$ cat src/slbi_pkg.sv
// Shared types and constants for the surface block light interpolator.
// Used by slbi_core, surface_block_light_interpolate and the bench; no dependencies.
package slbi_pkg;

  localparam int unsigned MAX_BLOCK_SIDE_DEF = 16;
  localparam int unsigned LIGHT_W  = 16;
  localparam int unsigned CORNER_W = 14;
  localparam int unsigned TEXEL_W  = 8;
  localparam int unsigned POS_W    = 4;
  localparam int unsigned MIP_W    = 2;
  localparam int unsigned ADDR_W   = 14;

  typedef struct packed {
    logic                block_start;
    logic [CORNER_W-1:0] corner_top_left;
    logic [CORNER_W-1:0] corner_top_right;
    logic [CORNER_W-1:0] corner_bottom_left;
    logic [CORNER_W-1:0] corner_bottom_right;
    logic [TEXEL_W-1:0]  texel;
  } item_t;

  typedef struct packed {
    logic [ADDR_W-1:0] shade_address;
    logic [POS_W-1:0]  pixel_row;
    logic [POS_W-1:0]  pixel_column;
    logic              block_last;
  } result_t;

endpackage

$ cat src/slbi_core.sv
// Light stepping datapath: edge/row light state, counters and address result.
// Depends on slbi_pkg; state advances when the owning stage hands on its beat.
module slbi_core #(
  parameter int unsigned MAX_BLOCK_SIDE = slbi_pkg::MAX_BLOCK_SIDE_DEF
) (
  input  logic                          clk,
  input  logic                          rst_n,
  input  logic [slbi_pkg::MIP_W-1:0]    mip_level,
  input  slbi_pkg::item_t               item,
  input  logic                          advance,
  output slbi_pkg::result_t             result
);

  localparam int unsigned LG    = $clog2(MAX_BLOCK_SIDE + 1) - 1;
  localparam int unsigned CNT_W = LG;
  localparam int unsigned SH_W  = $clog2(LG + 1);
  localparam int unsigned SW    = SH_W + 2;
  localparam int unsigned LW    = slbi_pkg::LIGHT_W;

  logic [LW-1:0]    left_light_r, left_light_nxt;
  logic [LW-1:0]    right_light_r, right_light_nxt;
  logic [LW-1:0]    left_step_r, left_step_nxt;
  logic [LW-1:0]    right_step_r, right_step_nxt;
  logic [LW-1:0]    run_light_r, run_light_nxt;
  logic [LW-1:0]    row_step_r, row_step_nxt;
  logic [CNT_W-1:0] row_cnt_r, row_cnt_nxt;
  logic [CNT_W-1:0] col_cnt_r, col_cnt_nxt;

  logic [SH_W-1:0]  sh;
  logic [CNT_W-1:0] side_m1;
  logic [LW-1:0]    left_light_c, right_light_c, left_step_c, right_step_c;
  logic [LW-1:0]    run_light_c, row_step_c;
  logic [CNT_W-1:0] row_c, col_c, row_e, col_e;
  logic signed [LW-1:0] left_diff, right_diff;
  logic signed [LW:0]   row_diff;
  logic             row_end;

  always_comb begin
    if (SW'(LG) > SW'(mip_level)) begin
      sh = SH_W'(SW'(LG) - SW'(mip_level));
    end else begin
      sh = '0;
    end
    side_m1 = CNT_W'(((CNT_W + 1)'(1) << sh) - (CNT_W + 1)'(1));

    left_diff  = signed'(LW'(item.corner_bottom_left) - LW'(item.corner_top_left));
    right_diff = signed'(LW'(item.corner_bottom_right) - LW'(item.corner_top_right));

    // a block start replaces the edge state with the new corners
    if (item.block_start) begin
      left_light_c  = LW'(item.corner_top_left);
      right_light_c = LW'(item.corner_top_right);
      left_step_c   = LW'(left_diff >>> sh);
      right_step_c  = LW'(right_diff >>> sh);
      row_c         = '0;
      col_c         = '0;
    end else begin
      left_light_c  = left_light_r;
      right_light_c = right_light_r;
      left_step_c   = left_step_r;
      right_step_c  = right_step_r;
      row_c         = row_cnt_r;
      col_c         = col_cnt_r;
    end

    // drop counters left out of range by a mip change
    col_e = (col_c > side_m1) ? '0 : col_c;
    row_e = (row_c > side_m1) ? '0 : row_c;

    row_diff = signed'({left_light_c[LW-1], left_light_c})
             - signed'({right_light_c[LW-1], right_light_c});
    if (col_e == '0) begin
      run_light_c = right_light_c;
      row_step_c  = LW'(row_diff >>> sh);
    end else begin
      run_light_c = run_light_r;
      row_step_c  = row_step_r;
    end

    result.shade_address = {run_light_c[slbi_pkg::ADDR_W-1:8], item.texel};
    result.pixel_row     = slbi_pkg::POS_W'(row_e);
    result.pixel_column  = slbi_pkg::POS_W'(side_m1 - col_e);
    result.block_last    = (row_e == side_m1) && (col_e == side_m1);

    row_end         = (col_e == side_m1);
    run_light_nxt   = run_light_c + row_step_c;
    row_step_nxt    = row_step_c;
    left_step_nxt   = left_step_c;
    right_step_nxt  = right_step_c;
    if (row_end) begin
      col_cnt_nxt     = '0;
      left_light_nxt  = left_light_c + left_step_c;
      right_light_nxt = right_light_c + right_step_c;
      row_cnt_nxt     = (row_e == side_m1) ? '0 : row_e + CNT_W'(1);
    end else begin
      col_cnt_nxt     = col_e + CNT_W'(1);
      left_light_nxt  = left_light_c;
      right_light_nxt = right_light_c;
      row_cnt_nxt     = row_e;
    end
  end

  always_ff @(posedge clk) begin
    if (!rst_n) begin
      left_light_r  <= '0;
      right_light_r <= '0;
      left_step_r   <= '0;
      right_step_r  <= '0;
      run_light_r   <= '0;
      row_step_r    <= '0;
      row_cnt_r     <= '0;
      col_cnt_r     <= '0;
    end else if (advance) begin
      left_light_r  <= left_light_nxt;
      right_light_r <= right_light_nxt;
      left_step_r   <= left_step_nxt;
      right_step_r  <= right_step_nxt;
      run_light_r   <= run_light_nxt;
      row_step_r    <= row_step_nxt;
      row_cnt_r     <= row_cnt_nxt;
      col_cnt_r     <= col_cnt_nxt;
    end
  end

endmodule

$ cat src/surface_block_light_interpolate.sv
// Top level of the surface block light interpolator: input register,
// slbi_core datapath, result register and the mip level register. Uses slbi_pkg.
//
//   channel | handshake          | payload
//   --------+--------------------+--------------------------------------------
//   cfg     | cfg_wr_en          | cfg_wr_data (mip level)
//   in      | in_valid/in_ready  | block_start, four corners, texel
//   out     | out_valid/out_ready| shade_address, pixel_row/column, block_last
//
// One texel per cycle sustained while out_ready is held high; an accepted beat
// passes through the input register, then the result register, to the output.
// Reset (rst_n low, synchronous) clears both valid flags, the mip level and
// all light state. A stalled output holds its beat; the input register, if empty,
// still takes a beat while the result register is full and drains behind it.
module surface_block_light_interpolate #(
  parameter int unsigned MAX_BLOCK_SIDE = slbi_pkg::MAX_BLOCK_SIDE_DEF
) (
  input  logic                              clk,
  input  logic                              rst_n,
  input  logic                              cfg_wr_en,
  input  logic [slbi_pkg::MIP_W-1:0]        cfg_wr_data,
  input  logic                              in_valid,
  output logic                              in_ready,
  input  logic                              in_block_start,
  input  logic [slbi_pkg::CORNER_W-1:0]     in_corner_top_left,
  input  logic [slbi_pkg::CORNER_W-1:0]     in_corner_top_right,
  input  logic [slbi_pkg::CORNER_W-1:0]     in_corner_bottom_left,
  input  logic [slbi_pkg::CORNER_W-1:0]     in_corner_bottom_right,
  input  logic [slbi_pkg::TEXEL_W-1:0]      in_texel,
  output logic                              out_valid,
  input  logic                              out_ready,
  output logic [slbi_pkg::ADDR_W-1:0]       out_shade_address,
  output logic [slbi_pkg::POS_W-1:0]        out_pixel_row,
  output logic [slbi_pkg::POS_W-1:0]        out_pixel_column,
  output logic                              out_block_last
);

  logic [slbi_pkg::MIP_W-1:0] mip_level_r;
  logic                       s1_valid_r, s1_valid_nxt;
  slbi_pkg::item_t            s1_item_r;
  logic                       out_valid_r, out_valid_nxt;
  slbi_pkg::result_t          out_res_r;
  slbi_pkg::result_t          core_res;
  logic                       advance;

  assign advance  = s1_valid_r && (!out_valid_r || out_ready);
  assign in_ready = !s1_valid_r || advance;

  always_comb begin
    s1_valid_nxt = in_ready ? in_valid : s1_valid_r;
    if (advance) begin
      out_valid_nxt = 1'b1;
    end else if (out_ready) begin
      out_valid_nxt = 1'b0;
    end else begin
      out_valid_nxt = out_valid_r;
    end
  end

  slbi_core #(
    .MAX_BLOCK_SIDE (MAX_BLOCK_SIDE)
  ) u_core (
    .clk       (clk),
    .rst_n     (rst_n),
    .mip_level (mip_level_r),
    .item      (s1_item_r),
    .advance   (advance),
    .result    (core_res)
  );

  always_ff @(posedge clk) begin
    if (!rst_n) begin
      mip_level_r <= '0;
      s1_valid_r  <= 1'b0;
      out_valid_r <= 1'b0;
    end else begin
      if (cfg_wr_en) begin
        mip_level_r <= cfg_wr_data;
      end
      s1_valid_r  <= s1_valid_nxt;
      out_valid_r <= out_valid_nxt;
    end
  end

  always_ff @(posedge clk) begin
    if (in_valid && in_ready) begin
      s1_item_r.block_start         <= in_block_start;
      s1_item_r.corner_top_left     <= in_corner_top_left;
      s1_item_r.corner_top_right    <= in_corner_top_right;
      s1_item_r.corner_bottom_left  <= in_corner_bottom_left;
      s1_item_r.corner_bottom_right <= in_corner_bottom_right;
      s1_item_r.texel               <= in_texel;
    end
    if (advance) begin
      out_res_r <= core_res;
    end
  end

  assign out_valid         = out_valid_r;
  assign out_shade_address = out_res_r.shade_address;
  assign out_pixel_row     = out_res_r.pixel_row;
  assign out_pixel_column  = out_res_r.pixel_column;
  assign out_block_last    = out_res_r.block_last;

endmodule

$ cat config.mk
export PLATFORM = sky130hd
export DESIGN_NAME = surface_block_light_interpolate
export DESIGN_NICKNAME = d
export VERILOG_FILES = /design/src/slbi_pkg.sv /design/src/slbi_core.sv /design/src/surface_block_light_interpolate.sv
export SDC_FILE = /design/constraint.sdc
export NUM_CORES = 1
export LEC_CHECK = 0
export BUFFER_PORTS_ARGS = -buffer_cell sky130_fd_sc_hd__buf_2
export CAP_MARGIN = 20
export CORE_MARGIN = 5
export CORE_UTILIZATION = 40
export CTS_BUF_LIST = sky130_fd_sc_hd__clkbuf_16
export DETAILED_ROUTE_END_ITERATION = 8
export GPL_TIMING_DRIVEN = 0
export PLACE_DENSITY = 0.66
export SLEW_MARGIN = 20
export SYNTH_ARGS = -nofsm -noshare
export SYNTH_HDL_FRONTEND = slang
export SYNTH_HIERARCHICAL = 1
export SYNTH_SLANG_ARGS = --single-unit
$ cat constraint.sdc
create_clock -name clk -period 16.9 [get_ports clk]
set_input_delay 0.845 -clock clk [delete_from_list [all_inputs] [get_ports clk]]
set_output_delay 0.845 -clock clk [all_outputs]
set_load 0.05 [all_outputs]
==> impl_metrics.env <==
export IMPL_yosys_top_cells_area="edfxtp_1, dfxtp_1, ha_1"
export IMPL_ys_types=93
export IMPL_cp_start_kind="flip-flop"
export IMPL_cp_data_required_time_ns=17.25
export IMPL_critPathArrivalTime_ns=10.52
export IMPL_wirelength_um=52200
export IMPL_critPathKind="flip-flop to flip-flop"
export IMPL_finalSetupTns_ns=0
export IMPL_netlist_top_cells_count="a21oi_1, nand2_1, nor2_1, o21ai_0, ha_1"
export IMPL_fin_nets=1959
export IMPL_fin_crit_sh=0.602
export IMPL_grt_pass1_wl_um=77800
export IMPL_fin_crit_ns=10.17
export IMPL_vias=13889
export IMPL_wl_per_cell_um=23.2
export IMPL_final_hold_viol_count=0
export IMPL_synth_edf_count=88
export IMPL_peakVddDrop_uv=74.4
export IMPL_cts_tree="built"
export IMPL_status="finished clean"
export IMPL_syn_to_final_growth_pct=11.7
export IMPL_grtUsageTotal=0.250
export IMPL_fp_coreArea_mm2=0.0357
export IMPL_grt_pass1_vias=12954
export IMPL_placed_cells=2214
export IMPL_ys_seq_elements=192
export IMPL_cts_resized=0
export IMPL_cts_hold_buf=0
export IMPL_pin_count=97
export IMPL_drive_gt1_frac=0.123
export IMPL_ctsLongestPathBuffers=2
export IMPL_initial_core_util=0.406
export IMPL_ys_flop_type="dfxtp_1"
export IMPL_leakage_nw=6.67
export IMPL_power_total_mw=1.57
export IMPL_max_slew_worst_pin_slew_ns=1.18
export IMPL_finClkSkew_ns=0.0159
export IMPL_drt_pass1_iter_count=7
export IMPL_maxCapViolations=0
export IMPL_cp_max_fo=12
export IMPL_root_buffer="clkbuf_16"
export IMPL_cts_htree_levels=4
export IMPL_syn_avg_cell_area_um2=8.76
export IMPL_async_flop_share=0
export IMPL_yosys_warnings=6
export IMPL_gr_total_overflow=0
export IMPL_die_h_um=200
export IMPL_dp_hpwl_um=39800
export IMPL_n_fill_cell=3515
export IMPL_antenna_cells=0
export IMPL_route_detailed_drc=0
export IMPL_syn_area_mm2=0.0145
export IMPL_grt_max_degree=28
export IMPL_syn_inst=1655
export IMPL_hold_depth=2
export IMPL_rsz0062_at_grt="no"
export IMPL_slew_headroom=0.211
export IMPL_min_delay_path_class="flip-flop to flip-flop"
export IMPL_crit_top_cell="clkbuf_1"
export IMPL_drt_iter0_drc=1365
export IMPL_gp_congestion=0.999
export IMPL_synth_nets=1842
export IMPL_die_area_mm2=0.0401
export IMPL_port_buffers=96
export IMPL_numCtsBuffers=17
export IMPL_synth_top_cell_by_area="edfxtp_1"
export IMPL_max_clock_freq_mhz=98.4
export IMPL_antenna_found_initial=0
export IMPL_clock_sinks=192
export IMPL_reg2regPathDepth=30
export IMPL_synth_seq_area_share=0.326
export IMPL_row_count=69
export IMPL_cp_end_kind="flip-flop"
export IMPL_slew_viol_final=0
export IMPL_synth_most_common_cell="a21oi_1"
export IMPL_clk_latency_ns=0.46
export IMPL_path_clk_slew_ns=0.08
export IMPL_setup_viol=0
export IMPL_final_cells=2246
export IMPL_vias_per_cell=6.18
export IMPL_power_density_mw_per_mm2=96.7
export IMPL_dieWidth_um=200
export IMPL_critPathSlowestCell="buf_1"
export IMPL_netlist_area_leader_share=0.182
export IMPL_slowest_delay_ns=0.78
export IMPL_cts_setup_buffers=0
export IMPL_ant_nets=0
[worst paths after layout]
kind	startpoint	end	slack [ns]
worst max-delay path	mip_level_r[0]	u_core/run_light_r[13]	6.73
worst min-delay path	u_core/row_step_r[12]	u_core/row_step_r[12]	0.46
worst max register to register	mip_level_r[0]	u_core/run_light_r[13]	6.73
worst min register to register	u_core/row_step_r[12]	u_core/row_step_r[12]	0.46
[final cells by class]
cell class	count	area (um2)	area share
buffer	91	374	0.0231
clock buffer	19	475	0.0294
clock inverter	13	86.3	0.00533
inverter	99	372	0.0230
multi-input combinational	1273	9040	0.559
sequential	192	4720	0.292
tap	461	577	0.0356
timing repair buffer	98	536	0.0331
[worst max-delay path: cells and delay by family, from the launching register on]
family,cells,cell delay (ns)
AOI/OAI and AO/OA,10,2.43
and+or+nand+nor,7,1.46
buffers and inverters,9,4.49
DFF,1,0.42
adders and majority gates,4,1.22
[registers in the layout (all words and copies together) (netlist names), 2 cells and up]
| name | flops |
|---|---|
| u_core/row_cnt_r | 4 |
| s1_item_r | 65 |
| out_pixel_column | 4 |
| mip_level_r | 2 |
| u_core/run_light_r | 14 |
| u_core/left_step_r | 16 |
| u_core/right_light_r | 16 |
| out_shade_address | 14 |
| u_core/right_step_r | 16 |
| u_core/col_cnt_r | 4 |
| u_core/row_step_r | 14 |
| u_core/left_light_r | 16 |
| out_pixel_row | 4 |
[per-stage QoR]
step	worst slack, ns	hold WS (ns)	utilization	area [um2]
6_report	6.73	0.458	0.454	16200
2_1_floorplan	9.89	0.432	-	14500
4_1_cts	7.05	0.456	0.454	16200
5_1_grt	6.38	0.473	0.454	16200
3_5_place_dp	7.09	0.444	0.438	15600
3_3_place_gp	7.22	0.442	0.436	15500
[cell families after synthesis]
logic type,Yosys count,synth area share
AND/OR/NAND/NOR,465,0.153
flip-flops,192,0.326
AO/OA/AOI/OAI,544,0.250
adder cells (fa/ha/maj),115,0.103
buffers and inverters,190,0.0515
XOR/XNOR,53,0.0320
multiplexers,96,0.0850
[where the power goes]
part	leakage (nW)	total, mW	internal [mW]	switching (mW)
clock	0.285	0.400	0.206	0.194
combinational	4.69	0.632	0.244	0.388
sequential	1.70	0.534	0.518	0.0160
total	6.67	1.57	0.968	0.598
[routing by layer]
metal	vias up	share of wire	GRT usage	routed length, um
met5	-	0	0	0
met4	0	0.043	0.106	2250
met3	107	0.083	0.0456	4310
met2	676	0.44	0.389	22800
met1	6694	0.44	0.342	22800
li1	6412	-	-	-
[cell usage in the layout (no fill, tap or decap), drive strengths merged, types with 9 or more instances in the layout]
master,Yosys,final
buf,21,119
o31ai,10,10
a21o,28,28
mux4,18,18
nor2b,25,25
a311oi,10,10
dfxtp,104,104
xor2,15,15
nor2,130,130
xnor2,38,38
a31oi,36,36
or2,9,9
inv,97,104
a21oi,135,135
and3,20,20
and2,13,13
mux2i,49,49
nand4,10,10
o31a,9,9
o21ai,127,127
o21a,27,27
or3,13,13
o221ai,11,11
ha,108,108
a31o,10,10
clkbuf,70,89
mux2,29,29
a211o,9,9
edfxtp,88,88
o21bai,10,10
nor3,28,28
a211oi,30,30
nand2,133,133
nand3,53,53
o211ai,30,30
nor3b,9,9
Power figures use the tool's default switching activity.
